==> src/rtl/core/lmf_pkg.sv <==
// Shared constants, codes and types of the LED matrix framebuffer.
package lmf_pkg;

  // Longest driver chain and the byte store that backs it (eight digit rows per driver).
  localparam int MaxDrivers = 8;
  localparam int DigitRows  = 8;
  localparam int StoreDepth = DigitRows * MaxDrivers;
  localparam int AddrW      = $clog2(StoreDepth);
  // Effective chain length, 0 up to MaxDrivers.
  localparam int ChainW     = $clog2(MaxDrivers + 1);

  // Depths of the command queue and of the result queue.
  localparam int OpqDepth   = 2;
  localparam int OutqDepth  = 2;

  // Input command codes.
  localparam logic [2:0] CMD_WRITE  = 3'd0;
  localparam logic [2:0] CMD_TOGGLE = 3'd1;
  localparam logic [2:0] CMD_READ   = 3'd2;
  localparam logic [2:0] CMD_CLEAR  = 3'd3;
  localparam logic [2:0] CMD_SHOW   = 3'd4;

  // Configuration register indexes.
  localparam logic CFG_COLUMNS = 1'b0;
  localparam logic CFG_ROWS    = 1'b1;

  // Result kinds.
  localparam logic KIND_PIXEL = 1'b0;
  localparam logic KIND_FRAME = 1'b1;

  // Operation handed from the front end to the back end.
  typedef enum logic [2:0] {
    OP_WRITE,
    OP_TOGGLE,
    OP_READ,
    OP_CLEAR,
    OP_SHOW
  } op_kind_e;

  typedef struct packed {
    op_kind_e         kind;
    logic             in_bounds;
    logic [AddrW-1:0] addr;
    logic [2:0]       bit_sel;
    logic             value;
  } op_t;

  // One result item.
  typedef struct packed {
    logic       result_kind;
    logic       pixel_bit;
    logic [2:0] digit_row;
    logic [2:0] driver_index;
    logic [7:0] frame_byte;
    logic       last_of_run;
  } result_t;

endpackage

==> src/rtl/core/lmf_front.sv <==
// Front end: bounds-checks a pixel coordinate and turns a command into a store operation.
module lmf_front (
  input  logic                       push_i,
  input  logic [2:0]                 command_i,
  input  logic signed [15:0]         x_coord_i,
  input  logic signed [15:0]         y_coord_i,
  input  logic                       pixel_value_i,
  input  logic [3:0]                 grid_columns_i,
  input  logic [3:0]                 grid_rows_i,
  input  logic [lmf_pkg::ChainW-1:0] chain_i,
  input  logic                       q_full_i,
  output logic                       q_push_o,
  output lmf_pkg::op_t               q_op_o
);

  logic [6:0] x_lim;
  logic [6:0] y_lim;
  logic       x_in;
  logic       y_in;
  logic [7:0] row_base;
  logic [8:0] drv;
  logic       drv_in;
  logic [6:0] idx_full;
  logic       in_bounds;
  logic       keep;
  lmf_pkg::op_kind_e kind;

  // Coordinate range check against the grid size in pixels.
  assign x_lim = {grid_columns_i, 3'b000};
  assign y_lim = {grid_rows_i, 3'b000};
  assign x_in  = !x_coord_i[15] && (x_coord_i[14:0] < 15'(x_lim));
  assign y_in  = !y_coord_i[15] && (y_coord_i[14:0] < 15'(y_lim));

  // Driver position in the chain; only the low bits matter once the range check passes.
  assign row_base = 8'(y_coord_i[6:3]) * 8'(grid_columns_i);
  assign drv      = 9'(row_base) + 9'(x_coord_i[6:3]);
  assign drv_in   = drv < 9'(chain_i);

  // Store address, digit-major: digit row times chain length plus driver.
  assign idx_full  = 7'(y_coord_i[2:0]) * 7'(chain_i) + 7'(drv[2:0]);
  assign in_bounds = x_in && y_in && drv_in;

  // Decode the command; pixel updates outside the display are dropped here.
  always_comb begin
    kind = lmf_pkg::OP_WRITE;
    keep = 1'b0;
    unique case (command_i)
      lmf_pkg::CMD_WRITE: begin
        kind = lmf_pkg::OP_WRITE;
        keep = in_bounds;
      end
      lmf_pkg::CMD_TOGGLE: begin
        kind = lmf_pkg::OP_TOGGLE;
        keep = in_bounds;
      end
      lmf_pkg::CMD_READ: begin
        kind = lmf_pkg::OP_READ;
        keep = 1'b1;
      end
      lmf_pkg::CMD_CLEAR: begin
        kind = lmf_pkg::OP_CLEAR;
        keep = 1'b1;
      end
      lmf_pkg::CMD_SHOW: begin
        kind = lmf_pkg::OP_SHOW;
        keep = 1'b1;
      end
      default: begin
        kind = lmf_pkg::OP_WRITE;
        keep = 1'b0;
      end
    endcase
  end

  assign q_push_o         = push_i && !q_full_i && keep;
  assign q_op_o.kind      = kind;
  assign q_op_o.in_bounds = in_bounds;
  assign q_op_o.addr      = idx_full[lmf_pkg::AddrW-1:0];
  assign q_op_o.bit_sel   = x_coord_i[2:0];
  assign q_op_o.value     = pixel_value_i;

endmodule

==> src/rtl/core/lmf_opq.sv <==
// Short queue of decoded operations between the front end and the back end.
module lmf_opq (
  input  logic         clk_i,
  input  logic         rst_ni,
  input  logic         push_i,
  input  lmf_pkg::op_t op_i,
  output logic         full_o,
  input  logic         pop_i,
  output lmf_pkg::op_t op_o,
  output logic         empty_o
);

  localparam int PtrW = (lmf_pkg::OpqDepth > 1) ? $clog2(lmf_pkg::OpqDepth) : 1;
  localparam int CntW = $clog2(lmf_pkg::OpqDepth + 1);

  lmf_pkg::op_t  ent_q [lmf_pkg::OpqDepth];
  logic [PtrW-1:0] wr_ptr_q, wr_ptr_d;
  logic [PtrW-1:0] rd_ptr_q, rd_ptr_d;
  logic [CntW-1:0] cnt_q, cnt_d;
  logic            do_push;
  logic            do_pop;

  assign full_o  = cnt_q == CntW'(lmf_pkg::OpqDepth);
  assign empty_o = cnt_q == '0;
  assign do_push = push_i && !full_o;
  assign do_pop  = pop_i && !empty_o;
  assign op_o    = ent_q[rd_ptr_q];

  // Pointer and fill count bookkeeping.
  always_comb begin
    wr_ptr_d = wr_ptr_q;
    rd_ptr_d = rd_ptr_q;
    cnt_d    = cnt_q;
    if (do_push) begin
      wr_ptr_d = (wr_ptr_q == PtrW'(lmf_pkg::OpqDepth - 1)) ? '0 : wr_ptr_q + 1'b1;
    end
    if (do_pop) begin
      rd_ptr_d = (rd_ptr_q == PtrW'(lmf_pkg::OpqDepth - 1)) ? '0 : rd_ptr_q + 1'b1;
    end
    if (do_push && !do_pop) begin
      cnt_d = cnt_q + 1'b1;
    end else if (do_pop && !do_push) begin
      cnt_d = cnt_q - 1'b1;
    end
  end

  always_ff @(posedge clk_i or negedge rst_ni) begin
    if (!rst_ni) begin
      wr_ptr_q <= '0;
      rd_ptr_q <= '0;
      cnt_q    <= '0;
    end else begin
      wr_ptr_q <= wr_ptr_d;
      rd_ptr_q <= rd_ptr_d;
      cnt_q    <= cnt_d;
    end
  end

  // Entry storage.
  always_ff @(posedge clk_i) begin
    if (do_push) begin
      ent_q[wr_ptr_q] <= op_i;
    end
  end

endmodule

==> src/rtl/core/lmf_back.sv <==
// Back end: owns the frame store, executes operations and queues the results.
module lmf_back (
  input  logic                       clk_i,
  input  logic                       rst_ni,
  input  logic [lmf_pkg::ChainW-1:0] chain_i,
  input  logic                       opq_empty_i,
  input  lmf_pkg::op_t               opq_op_i,
  output logic                       opq_pop_o,
  input  logic                       pop_i,
  output logic                       empty_o,
  output lmf_pkg::result_t           result_o
);

  localparam int AddrW = lmf_pkg::AddrW;
  localparam int OPtrW = (lmf_pkg::OutqDepth > 1) ? $clog2(lmf_pkg::OutqDepth) : 1;
  localparam int OCntW = $clog2(lmf_pkg::OutqDepth + 1);

  // Sequencer states.
  localparam logic [1:0] S_IDLE   = 2'd0;
  localparam logic [1:0] S_MODIFY = 2'd1;
  localparam logic [1:0] S_ANSWER = 2'd2;
  localparam logic [1:0] S_SHOW   = 2'd3;

  logic [1:0]       state_q, state_d;
  lmf_pkg::op_t     cur_q, cur_d;
  logic [2:0]       d_q, d_d;
  logic [2:0]       r_q, r_d;
  logic [AddrW-1:0] k_q, k_d;

  logic [7:0]            mem_q [lmf_pkg::StoreDepth];
  logic [lmf_pkg::StoreDepth-1:0] valid_q;
  logic [7:0]            rd_data_q;
  logic                  rd_valid_q;
  logic [AddrW-1:0]      rd_addr;
  logic                  wr_en;
  logic [7:0]            wr_data;
  logic                  clear_all;
  logic [7:0]            cur_byte;
  logic [7:0]            bit_mask;
  logic                  r_wrap;
  logic                  show_last;

  lmf_pkg::result_t outq_q [lmf_pkg::OutqDepth];
  logic [OPtrW-1:0] owr_q, owr_d;
  logic [OPtrW-1:0] ord_q, ord_d;
  logic [OCntW-1:0] ocnt_q, ocnt_d;
  logic             out_full;
  logic             out_pop;
  logic             enq;
  lmf_pkg::result_t enq_res;

  // An entry never written since reset or the last clear reads as zero.
  assign cur_byte  = rd_valid_q ? rd_data_q : 8'h00;
  assign bit_mask  = 8'h01 << cur_q.bit_sel;
  assign r_wrap    = (lmf_pkg::ChainW'(r_q) + 1'b1) == chain_i;
  assign show_last = (d_q == 3'(lmf_pkg::DigitRows - 1)) && r_wrap;

  assign out_full = ocnt_q == OCntW'(lmf_pkg::OutqDepth);
  assign empty_o  = ocnt_q == '0;
  assign out_pop  = pop_i && !empty_o;
  assign result_o = outq_q[ord_q];

  // Operation sequencer.
  always_comb begin
    state_d   = state_q;
    cur_d     = cur_q;
    d_d       = d_q;
    r_d       = r_q;
    k_d       = k_q;
    rd_addr   = cur_q.addr;
    opq_pop_o = 1'b0;
    wr_en     = 1'b0;
    wr_data   = cur_byte;
    clear_all = 1'b0;
    enq       = 1'b0;
    enq_res   = '0;
    unique case (state_q)
      S_IDLE: begin
        if (!opq_empty_i) begin
          opq_pop_o = 1'b1;
          cur_d     = opq_op_i;
          rd_addr   = opq_op_i.addr;
          unique case (opq_op_i.kind) inside
            lmf_pkg::OP_WRITE, lmf_pkg::OP_TOGGLE: state_d = S_MODIFY;
            lmf_pkg::OP_READ:                      state_d = S_ANSWER;
            lmf_pkg::OP_CLEAR:                     clear_all = 1'b1;
            lmf_pkg::OP_SHOW: begin
              if (chain_i != '0) begin
                rd_addr = '0;
                d_d     = '0;
                r_d     = '0;
                k_d     = '0;
                state_d = S_SHOW;
              end
            end
            default: state_d = S_IDLE;
          endcase
        end
      end
      S_MODIFY: begin
        // Second half of the read-modify-write on one store byte.
        wr_en = 1'b1;
        if (cur_q.kind == lmf_pkg::OP_TOGGLE) begin
          wr_data = cur_byte ^ bit_mask;
        end else if (cur_q.value) begin
          wr_data = cur_byte | bit_mask;
        end else begin
          wr_data = cur_byte & ~bit_mask;
        end
        state_d = S_IDLE;
      end
      S_ANSWER: begin
        if (!out_full) begin
          enq                 = 1'b1;
          enq_res.result_kind = lmf_pkg::KIND_PIXEL;
          enq_res.pixel_bit   = cur_q.in_bounds && cur_byte[cur_q.bit_sel];
          enq_res.last_of_run = 1'b1;
          state_d             = S_IDLE;
        end
      end
      S_SHOW: begin
        // One byte per cycle while the result queue has room; the next read is issued as the current byte is queued.
        rd_addr = k_q;
        if (!out_full) begin
          enq                  = 1'b1;
          enq_res.result_kind  = lmf_pkg::KIND_FRAME;
          enq_res.digit_row    = d_q;
          enq_res.driver_index = r_q;
          enq_res.frame_byte   = cur_byte;
          enq_res.last_of_run  = show_last;
          if (show_last) begin
            state_d = S_IDLE;
          end else begin
            k_d     = k_q + 1'b1;
            rd_addr = k_d;
            if (r_wrap) begin
              r_d = '0;
              d_d = d_q + 1'b1;
            end else begin
              r_d = r_q + 1'b1;
            end
          end
        end
      end
      default: state_d = S_IDLE;
    endcase
  end

  always_ff @(posedge clk_i or negedge rst_ni) begin
    if (!rst_ni) begin
      state_q <= S_IDLE;
    end else begin
      state_q <= state_d;
    end
  end

  always_ff @(posedge clk_i) begin
    cur_q <= cur_d;
    d_q   <= d_d;
    r_q   <= r_d;
    k_q   <= k_d;
  end

  // Frame store: one write port and one registered read port.
  always_ff @(posedge clk_i) begin
    if (wr_en) begin
      mem_q[cur_q.addr] <= wr_data;
    end
    rd_data_q  <= mem_q[rd_addr];
    rd_valid_q <= valid_q[rd_addr];
  end

  // Per-byte valid bits; reset and clear empty the whole store at once.
  always_ff @(posedge clk_i or negedge rst_ni) begin
    if (!rst_ni) begin
      valid_q <= '0;
    end else if (clear_all) begin
      valid_q <= '0;
    end else if (wr_en) begin
      valid_q[cur_q.addr] <= 1'b1;
    end
  end

  // Result queue bookkeeping.
  always_comb begin
    owr_d  = owr_q;
    ord_d  = ord_q;
    ocnt_d = ocnt_q;
    if (enq) begin
      owr_d = (owr_q == OPtrW'(lmf_pkg::OutqDepth - 1)) ? '0 : owr_q + 1'b1;
    end
    if (out_pop) begin
      ord_d = (ord_q == OPtrW'(lmf_pkg::OutqDepth - 1)) ? '0 : ord_q + 1'b1;
    end
    if (enq && !out_pop) begin
      ocnt_d = ocnt_q + 1'b1;
    end else if (out_pop && !enq) begin
      ocnt_d = ocnt_q - 1'b1;
    end
  end

  always_ff @(posedge clk_i or negedge rst_ni) begin
    if (!rst_ni) begin
      owr_q  <= '0;
      ord_q  <= '0;
      ocnt_q <= '0;
    end else begin
      owr_q  <= owr_d;
      ord_q  <= ord_d;
      ocnt_q <= ocnt_d;
    end
  end

  always_ff @(posedge clk_i) begin
    if (enq) begin
      outq_q[owr_q] <= enq_res;
    end
  end

endmodule

==> src/rtl/core/led_matrix_framebuffer.sv <==
// Top level of the LED matrix framebuffer: configuration registers and the front/back pipeline.
//
// Commands enter through a queue-style port: an item transfers when push is high and full
// is low. Results leave the same way: the oldest result sits on the result ports while
// empty is low and transfers when pop is high. grid_columns and grid_rows are written
// through cfg_we_i / cfg_idx_i / cfg_data_i; the user must do so only while no command is
// in flight, as the block does not enforce it. The front end decodes and bounds-checks each
// command in the cycle it arrives and places it in a two-entry operation queue. The back end
// executes one operation at a time on a store with one write and one registered read port:
//   write and toggle read the byte, then write it back; clear drops every valid bit;
//   a read answer is queued once the result queue has room;
//   show emits chain*8 bytes at one per cycle while the result queue has room.
// A pixel update holds the back end through its read and its write-back, so the next
// operation starts after the write-back. Reset clears the per-byte valid bits, so the store
// reads as zero at once with no sweep, and restores a 1x1 grid. When the receiver holds
// off pop, the two-entry result queue fills, the back end pauses, the operation queue fills
// and full rises; nothing is dropped.
module led_matrix_framebuffer (
  input  logic               clk_i,
  input  logic               rst_ni,
  input  logic               cfg_we_i,
  input  logic               cfg_idx_i,
  input  logic [3:0]         cfg_data_i,
  input  logic               push,
  output logic               full,
  input  logic [2:0]         command_i,
  input  logic signed [15:0] x_coord_i,
  input  logic signed [15:0] y_coord_i,
  input  logic               pixel_value_i,
  output logic               empty,
  input  logic               pop,
  output logic               result_kind_o,
  output logic               pixel_bit_o,
  output logic [2:0]         digit_row_o,
  output logic [2:0]         driver_index_o,
  output logic [7:0]         frame_byte_o,
  output logic               last_of_run_o
);

  logic [3:0]                 grid_columns_q, grid_columns_d;
  logic [3:0]                 grid_rows_q, grid_rows_d;
  logic [7:0]                 grid_cells;
  logic [lmf_pkg::ChainW-1:0] chain;
  logic                       q_push;
  lmf_pkg::op_t               q_op_in;
  logic                       q_full;
  logic                       q_pop;
  lmf_pkg::op_t               q_op_out;
  logic                       q_empty;
  lmf_pkg::result_t           result;

  // Configuration register writes.
  always_comb begin
    grid_columns_d = grid_columns_q;
    grid_rows_d    = grid_rows_q;
    if (cfg_we_i) begin
      unique case (cfg_idx_i)
        lmf_pkg::CFG_COLUMNS: grid_columns_d = cfg_data_i;
        lmf_pkg::CFG_ROWS:    grid_rows_d    = cfg_data_i;
        default:              grid_columns_d = grid_columns_q;
      endcase
    end
  end

  always_ff @(posedge clk_i or negedge rst_ni) begin
    if (!rst_ni) begin
      grid_columns_q <= 4'd1;
      grid_rows_q    <= 4'd1;
    end else begin
      grid_columns_q <= grid_columns_d;
      grid_rows_q    <= grid_rows_d;
    end
  end

  // Effective chain length, clamped to the longest supported chain.
  assign grid_cells = 8'(grid_columns_q) * 8'(grid_rows_q);
  assign chain      = (grid_cells > 8'(lmf_pkg::MaxDrivers)) ?
                      lmf_pkg::ChainW'(lmf_pkg::MaxDrivers) :
                      grid_cells[lmf_pkg::ChainW-1:0];

  lmf_front u_front (
    .push_i         (push),
    .command_i      (command_i),
    .x_coord_i      (x_coord_i),
    .y_coord_i      (y_coord_i),
    .pixel_value_i  (pixel_value_i),
    .grid_columns_i (grid_columns_q),
    .grid_rows_i    (grid_rows_q),
    .chain_i        (chain),
    .q_full_i       (q_full),
    .q_push_o       (q_push),
    .q_op_o         (q_op_in)
  );

  lmf_opq u_opq (
    .clk_i   (clk_i),
    .rst_ni  (rst_ni),
    .push_i  (q_push),
    .op_i    (q_op_in),
    .full_o  (q_full),
    .pop_i   (q_pop),
    .op_o    (q_op_out),
    .empty_o (q_empty)
  );

  lmf_back u_back (
    .clk_i       (clk_i),
    .rst_ni      (rst_ni),
    .chain_i     (chain),
    .opq_empty_i (q_empty),
    .opq_op_i    (q_op_out),
    .opq_pop_o   (q_pop),
    .pop_i       (pop),
    .empty_o     (empty),
    .result_o    (result)
  );

  assign full           = q_full;
  assign result_kind_o  = result.result_kind;
  assign pixel_bit_o    = result.pixel_bit;
  assign digit_row_o    = result.digit_row;
  assign driver_index_o = result.driver_index;
  assign frame_byte_o   = result.frame_byte;
  assign last_of_run_o  = result.last_of_run;

  // A pixel answer is a single result with the frame fields at zero.
  a_pixel_answer_shape: assert property (@(posedge clk_i) disable iff (!rst_ni)
    (!empty && result_kind_o == lmf_pkg::KIND_PIXEL) |->
      (last_of_run_o && frame_byte_o == 8'h00 && digit_row_o == 3'd0 &&
       driver_index_o == 3'd0))
    else $error("pixel answer carries frame fields");

  // A frame byte names a driver inside the active chain and has no pixel bit.
  a_frame_in_chain: assert property (@(posedge clk_i) disable iff (!rst_ni)
    (!empty && result_kind_o == lmf_pkg::KIND_FRAME) |->
      (!pixel_bit_o && lmf_pkg::ChainW'(driver_index_o) < chain))
    else $error("frame byte outside the active chain");

  // The last frame byte of a show is the last driver of the last digit row.
  a_frame_last: assert property (@(posedge clk_i) disable iff (!rst_ni)
    (!empty && result_kind_o == lmf_pkg::KIND_FRAME && last_of_run_o) |->
      (digit_row_o == 3'(lmf_pkg::DigitRows - 1) &&
       (lmf_pkg::ChainW'(driver_index_o) + 1'b1) == chain))
    else $error("show run ended early");

endmodule
==> config.mk <==
export PLATFORM = sky130hd
export DESIGN_NAME = led_matrix_framebuffer
export DESIGN_NICKNAME = d
export VERILOG_FILES = /design/src/rtl/core/lmf_pkg.sv /design/src/rtl/core/lmf_front.sv /design/src/rtl/core/lmf_opq.sv /design/src/rtl/core/lmf_back.sv /design/src/rtl/core/led_matrix_framebuffer.sv
export SDC_FILE = /design/constraint.sdc
export NUM_CORES = 1
export LEC_CHECK = 0
export ABC_CLOCK_PERIOD_IN_PS = 19300
export BUFFER_PORTS_ARGS = -buffer_cell sky130_fd_sc_hd__buf_2
export CAP_MARGIN = 5
export CORE_ASPECT_RATIO = 0.5
export CORE_MARGIN = 8
export CORE_UTILIZATION = 50
export DETAILED_ROUTE_END_ITERATION = 16
export PLACE_DENSITY = 0.64
export SYNTH_ARGS = -nofsm -noshare
export SYNTH_HDL_FRONTEND = slang
export SYNTH_SLANG_ARGS = --single-unit
==> constraint.sdc <==
create_clock -name clk_i -period 19.3 [get_ports clk_i]
set_input_delay 2.895 -clock clk_i [delete_from_list [all_inputs] [get_ports clk_i]]
set_output_delay 2.895 -clock clk_i [all_outputs]
set_load 0.05 [all_outputs]
==> impl_results.html <==
<table>
<tr><th>Metric</th><th>Value</th></tr>
<tr><th colspan="2">Cells and area</th></tr>
<tr><td>Number of standard cells in the layout, taps in and fillers out</td><td>3226</td></tr>
<tr><td>Nets@finish</td><td>2469</td></tr>
<tr><td>Number of antenna cells inserted</td><td>0</td></tr>
<tr><td>Proportion of layout cells with a drive suffix above 1</td><td>10.5%</td></tr>
<tr><td>Synthesis-to-layout area growth</td><td>10.1%</td></tr>
<tr><th colspan="2">Clock network</th></tr>
<tr><td>Post-CTS Setup Repair Bufs</td><td>0</td></tr>
<tr><td>Clock tree sinks</td><td>just under 700</td></tr>
<tr><td>Clk_lat worst skew</td><td>630 ps</td></tr>
<tr><td>Number of gates resized after CTS</td><td>0</td></tr>
<tr><td>TritonCTS clock tree</td><td>built</td></tr>
<tr><td>Post-CTS Hold Fix Bufs</td><td>0</td></tr>
<tr><td>CTS clock-pin slew for the worst setup and hold paths</td><td>70 ps</td></tr>
<tr><td>Root Buffer Master</td><td>sky130_fd_sc_hd__clkbuf_16</td></tr>
<tr><td>Total clock buffers created by CTS</td><td>61</td></tr>
<tr><td>CTS max path bufs</td><td>3</td></tr>
<tr><td>Clock H-tree levels</td><td>2</td></tr>
<tr><th colspan="2">Floorplan</th></tr>
<tr><td>Die area</td><td>69600 µm²</td></tr>
<tr><td>Chip Width</td><td>between 300 and 400 µm</td></tr>
<tr><td>Number of primary I/O pins</td><td>65</td></tr>
<tr><td>Area inside the core boundary</td><td>60700 µm²</td></tr>
<tr><td>Vertical extent of the die</td><td>approximately 190 µm</td></tr>
<tr><td># rows</td><td>between 60 and 70</td></tr>
<tr><td>Effective utilization at floorplan</td><td>between 50% and 60%</td></tr>
<tr><th colspan="2">Detailed routing</th></tr>
<tr><td>Average wire per standard cell</td><td>23.2 µm</td></tr>
<tr><td>Detailed-route via count</td><td>approximately 19000</td></tr>
<tr><td>Post-route ant nets</td><td>0</td></tr>
<tr><td>Number of remaining DRC errors</td><td>0</td></tr>
<tr><td>Final wirelength</td><td>74700 µm</td></tr>
<tr><td>1st-pass router iterations</td><td>7</td></tr>
<tr><td>Number of DRC markers in iteration 0</td><td>between 1500 and 2000</td></tr>
<tr><td>Number of vias per cell</td><td>5.87</td></tr>
<tr><th colspan="2">Job</th></tr>
<tr><td>Max cap viols</td><td>0</td></tr>
<tr><th colspan="2">Critical path</th></tr>
<tr><td>Crit path kind</td><td>reg -&gt; reg</td></tr>
<tr><td>Terminus of the critical flop-to-flop path</td><td>u_back.rd_data_q[6]</td></tr>
<tr><td>Worst setup EP type</td><td>flip-flop</td></tr>
<tr><td>Cell count of the worst reg-to-reg path</td><td>20</td></tr>
<tr><td>Required time of the worst setup path</td><td>approximately 20000 ps</td></tr>
<tr><td>Max FO, Critical Path</td><td>76</td></tr>
<tr><td>Worst path arrival time</td><td>between 8000 and 9000 ps</td></tr>
<tr><td>R2R setup slack</td><td>11690 ps</td></tr>
<tr><td>Crit path launch type</td><td>flip-flop</td></tr>
<tr><td>Startpoint of the worst-slack reg-to-reg timing path</td><td>grid_columns_q[0]</td></tr>
<tr><th colspan="2">Power</th></tr>
<tr><td>Net Sw Frac</td><td>between 40 and 50%</td></tr>
<tr><td>Clk network pwr share</td><td>21.1%</td></tr>
<tr><td>Flop pwr share</td><td>33.9%</td></tr>
<tr><td>Share of power burned in combinational logic</td><td>45.0%</td></tr>
<tr><td>Internal power</td><td>0.00351 W</td></tr>
<tr><td>Total power density per cell area</td><td>181 nW/µm²</td></tr>
<tr><td>Switching power total</td><td>0.00256 W</td></tr>
<tr><td>Worst IR Drop VDD</td><td>0.184 mV</td></tr>
<tr><td>Leakage component of the power</td><td>between 10 and 15 nW</td></tr>
<tr><th colspan="2">Min path</th></tr>
<tr><td>Worst hold endpoint</td><td>u_back.valid_q[28]</td></tr>
<tr><td>Path category of the worst min-delay check</td><td>reg -&gt; reg</td></tr>
<tr><td>HP Start</td><td>u_back.valid_q[28]</td></tr>
<tr><td>Hold-critical path depth</td><td>1</td></tr>
<tr><th colspan="2">STA</th></tr>
<tr><td>Achievable Freq</td><td>131 MHz</td></tr>
<tr><td>Final setup fails</td><td>0</td></tr>
<tr><td>Relative max-transition margin</td><td>between 20% and 30%</td></tr>
<tr><td>Clk_skew</td><td>28.7 ps</td></tr>
<tr><td>Measured slew at the worst slew-check pin</td><td>1130 ps</td></tr>
<tr><td>Setup repair after global routing missed its margin</td><td>false</td></tr>
<tr><td>Number of failing hold endpoints at the final stage</td><td>0</td></tr>
<tr><td>Tightest hold margin</td><td>487 ps</td></tr>
<tr><td>Post-layout minimum cycle time</td><td>7610 ps</td></tr>
<tr><td>Max-slew violations</td><td>0</td></tr>
<tr><td>Fin crit share</td><td>39.4%</td></tr>
<tr><td>Setup TNS</td><td>0 ps</td></tr>
<tr><th colspan="2">GRT</th></tr>
<tr><td>Antenna violations before repair</td><td>3</td></tr>
<tr><td>Wire length of the first global-routing pass</td><td>113000 µm</td></tr>
<tr><td>Pin count of the biggest net entering global routing</td><td>160</td></tr>
<tr><td>GR Overflow Total</td><td>0</td></tr>
<tr><td>Via count of the first global-routing pass</td><td>between 15000 and 20000</td></tr>
<tr><td>All-layer global routing usage</td><td>21.2%</td></tr>
<tr><th colspan="2">Yosys</th></tr>
<tr><td>Fraction of the yosys area taken by sequential cells</td><td>66.5%</td></tr>
<tr><td>Count of mapped cells out of synthesis</td><td>approximately 2300</td></tr>
<tr><td>Syn Std Cell Area</td><td>30500 µm²</td></tr>
<tr><td>Leading post-synthesis cells by cell area</td><td>sky130_fd_sc_hd__edfxtp_1 59%, sky130_fd_sc_hd__dfrtp_1 6.6%, sky130_fd_sc_hd__nand2_1 5.0%, sky130_fd_sc_hd__mux2i_1 4.3%, sky130_fd_sc_hd__nand3_1 3.6%</td></tr>
<tr><td>Number of flops mapped to enable cells by yosys</td><td>600</td></tr>
<tr><td>Top-area cell type share of the netlist area</td><td>59.1%</td></tr>
<tr><td>Biggest area consumer among synthesized cells</td><td>sky130_fd_sc_hd__edfxtp_1</td></tr>
<tr><td>Post-synthesis net count</td><td>2443</td></tr>
<tr><td>Avg Synthesized Cell Area</td><td>around 13 µm²</td></tr>
<tr><td>Most numerous cell in the Yosys netlist</td><td>sky130_fd_sc_hd__edfxtp_1</td></tr>
<tr><td>Unique masters post-synth</td><td>between 70 and 80</td></tr>
<tr><td>FFs w/ async S/R, synth</td><td>11.9%</td></tr>
<tr><td>Yosys Warn Count</td><td>0</td></tr>
<tr><td>Commonest cells post-synth</td><td>600 x sky130_fd_sc_hd__edfxtp_1, 404 x sky130_fd_sc_hd__nand2_1, 221 x sky130_fd_sc_hd__nand3_1</td></tr>
<tr><td>Top flip-flop cell by instance count after synthesis</td><td>sky130_fd_sc_hd__edfxtp_1</td></tr>
<tr><td>Flip-flop and latch count after synthesis</td><td>691</td></tr>
<tr><th colspan="2">Outcome</th></tr>
<tr><td>Status</td><td>complete, no violations</td></tr>
<tr><th colspan="2">Placed design</th></tr>
<tr><td>Placed wire-length estimate</td><td>46200 µm</td></tr>
<tr><td>Number of port buffers</td><td>between 60 and 70</td></tr>
<tr><td>Routability-driven placement congestion ratio</td><td>0.856</td></tr>
<tr><td>Number of placed instances with taps included</td><td>3110</td></tr>
</table>
[flip-flops by register name, indices dropped and copies added (netlist names)]
name	count
u_opq.ent_q	28
u_opq.cnt_q	2
u_back.outq_q	34
grid_rows_q	4
u_back.state_q	2
u_opq.wr_ptr_q	1
u_back.rd_data_q	8
u_back.ocnt_q	2
u_back.k_q	6
grid_columns_q	4
u_back.rd_valid_q	1
u_back.mem_q	512
u_opq.rd_ptr_q	1
u_back.cur_q	14
u_back.r_q	3
u_back.d_q	3
u_back.owr_q	1
u_back.ord_q	1
u_back.valid_q	64
[layout make-up]
cell class,count,area (µm²)
fillers,4987,27200
flip-flops and latches,691,20300
multi-input cells,1457,9430
clock buffers,83,1700
well taps,825,1030
repair buffers,93,553
clock inverters,33,402
inverters,44,165
[worst max-delay path: stages (launching register included)]
cell,delay [ps]
sky130_fd_sc_hd__dfstp_2,620
sky130_fd_sc_hd__nand2_1,100
sky130_fd_sc_hd__fa_1,540
sky130_fd_sc_hd__inv_1,50
sky130_fd_sc_hd__fa_1,560
sky130_fd_sc_hd__inv_1,70
sky130_fd_sc_hd__fa_1,450
sky130_fd_sc_hd__o21ai_1,170
sky130_fd_sc_hd__o2111ai_1,240
sky130_fd_sc_hd__or4_1,700
sky130_fd_sc_hd__a211oi_2,470
sky130_fd_sc_hd__a221o_1,230
sky130_fd_sc_hd__buf_4,260
sky130_fd_sc_hd__or3_4,430
sky130_fd_sc_hd__buf_4,760
sky130_fd_sc_hd__buf_4,710
sky130_fd_sc_hd__a2111oi_0,250
sky130_fd_sc_hd__a311oi_1,290
sky130_fd_sc_hd__o211ai_1,210
sky130_fd_sc_hd__nand4_1,130
sky130_fd_sc_hd__and4b_1,220
[power by group through the flow]
stage	Clock, W	Sequential, W	Combinational, W
2_1_floorplan	0	0.00200	0.00198
3_3_place_gp	0	0.00208	0.00268
3_5_place_dp	0	0.00208	0.00271
4_1_cts	0.00130	0.00205	0.00272
5_1_grt	0.00135	0.00207	0.00295
6_report	0.00128	0.00206	0.00273
[routing by layer]
| metal | GRT usage [%] | part of all wire [%] |
|---|---|---|
| met4 | 4.45 | 1.9 |
| met5 | 0.420 | 0.036 |
| met1 | 30.2 | 44 |
| met2 | 33.0 | 45 |
| met3 | 5.11 | 9.1 |
[per-stage QoR]
stage          instance area, µm²  setup slack, ps  utilization (%)  power (W)
5_1_grt                     33500            11400             55.3    0.00638
3_3_place_gp                31400            11580             51.8    0.00476
4_1_cts                     33500            11770             55.3    0.00607
3_5_place_dp                31400            11480             51.8    0.00479
6_report                    33500            11690             55.3    0.00607
2_1_floorplan               30500            11900                -    0.00397
[layout by cell type, fill, tap and decap left out, types with 15 or more instances in the layout]
cell type and instances:
sky130_fd_sc_hd__ha_1 60, sky130_fd_sc_hd__nor2_1 105, sky130_fd_sc_hd__edfxtp_1 600, sky130_fd_sc_hd__a211oi_1 22
sky130_fd_sc_hd__buf_4 29, sky130_fd_sc_hd__and3_1 26, sky130_fd_sc_hd__nand3_1 219, sky130_fd_sc_hd__mux2_2 33
sky130_fd_sc_hd__clkbuf_16 63, sky130_fd_sc_hd__nor2b_1 19, sky130_fd_sc_hd__nand2_1 399, sky130_fd_sc_hd__buf_2 63
sky130_fd_sc_hd__o221ai_1 15, sky130_fd_sc_hd__mux2i_1 132, sky130_fd_sc_hd__dfrtp_1 80, sky130_fd_sc_hd__a21oi_1 38
sky130_fd_sc_hd__fa_1 15, sky130_fd_sc_hd__inv_1 44, sky130_fd_sc_hd__clkbuf_1 15, sky130_fd_sc_hd__o21ai_0 27
sky130_fd_sc_hd__and2_1 28, sky130_fd_sc_hd__o21a_1 69, sky130_fd_sc_hd__nor3_1 16
[logic make-up (layout without fill, tap and decap cells)]
| family | count (synthesis) | after routing | synth area share (%) |
|---|---|---|---|
| buffers and inverters | 174 | 253 | 2.78 |
| muxes | 168 | 168 | 5.75 |
| adders and majority gates | 75 | 75 | 3.45 |
| xor gates and xnor gates | 26 | 26 | 0.747 |
| DFF | 691 | 691 | 66.5 |
| AOI/OAI and AO/OA | 297 | 297 | 7.39 |
| and+or+nand+nor | 891 | 891 | 13.4 |
[worst max-delay path by stage]
stage / from / to / slack (ps) / depth (start not counted)
after floorplan: y_coord_i[3] / u_opq.ent_q[0][0] / 11900 / 15
after detailed placement: y_coord_i[3] / u_opq.ent_q[0][5] / 11480 / 16
after CTS: grid_columns_q[0] / u_back.rd_data_q[6] / 11770 / 20
final: grid_columns_q[0] / u_back.rd_data_q[6] / 11690 / 20
after global placement: y_coord_i[3] / u_opq.ent_q[0][1] / 11580 / 16
after global routing: grid_columns_q[0] / u_back.rd_data_q[6] / 11400 / 20
No activity file was read; power rests on OpenSTA's default activity.
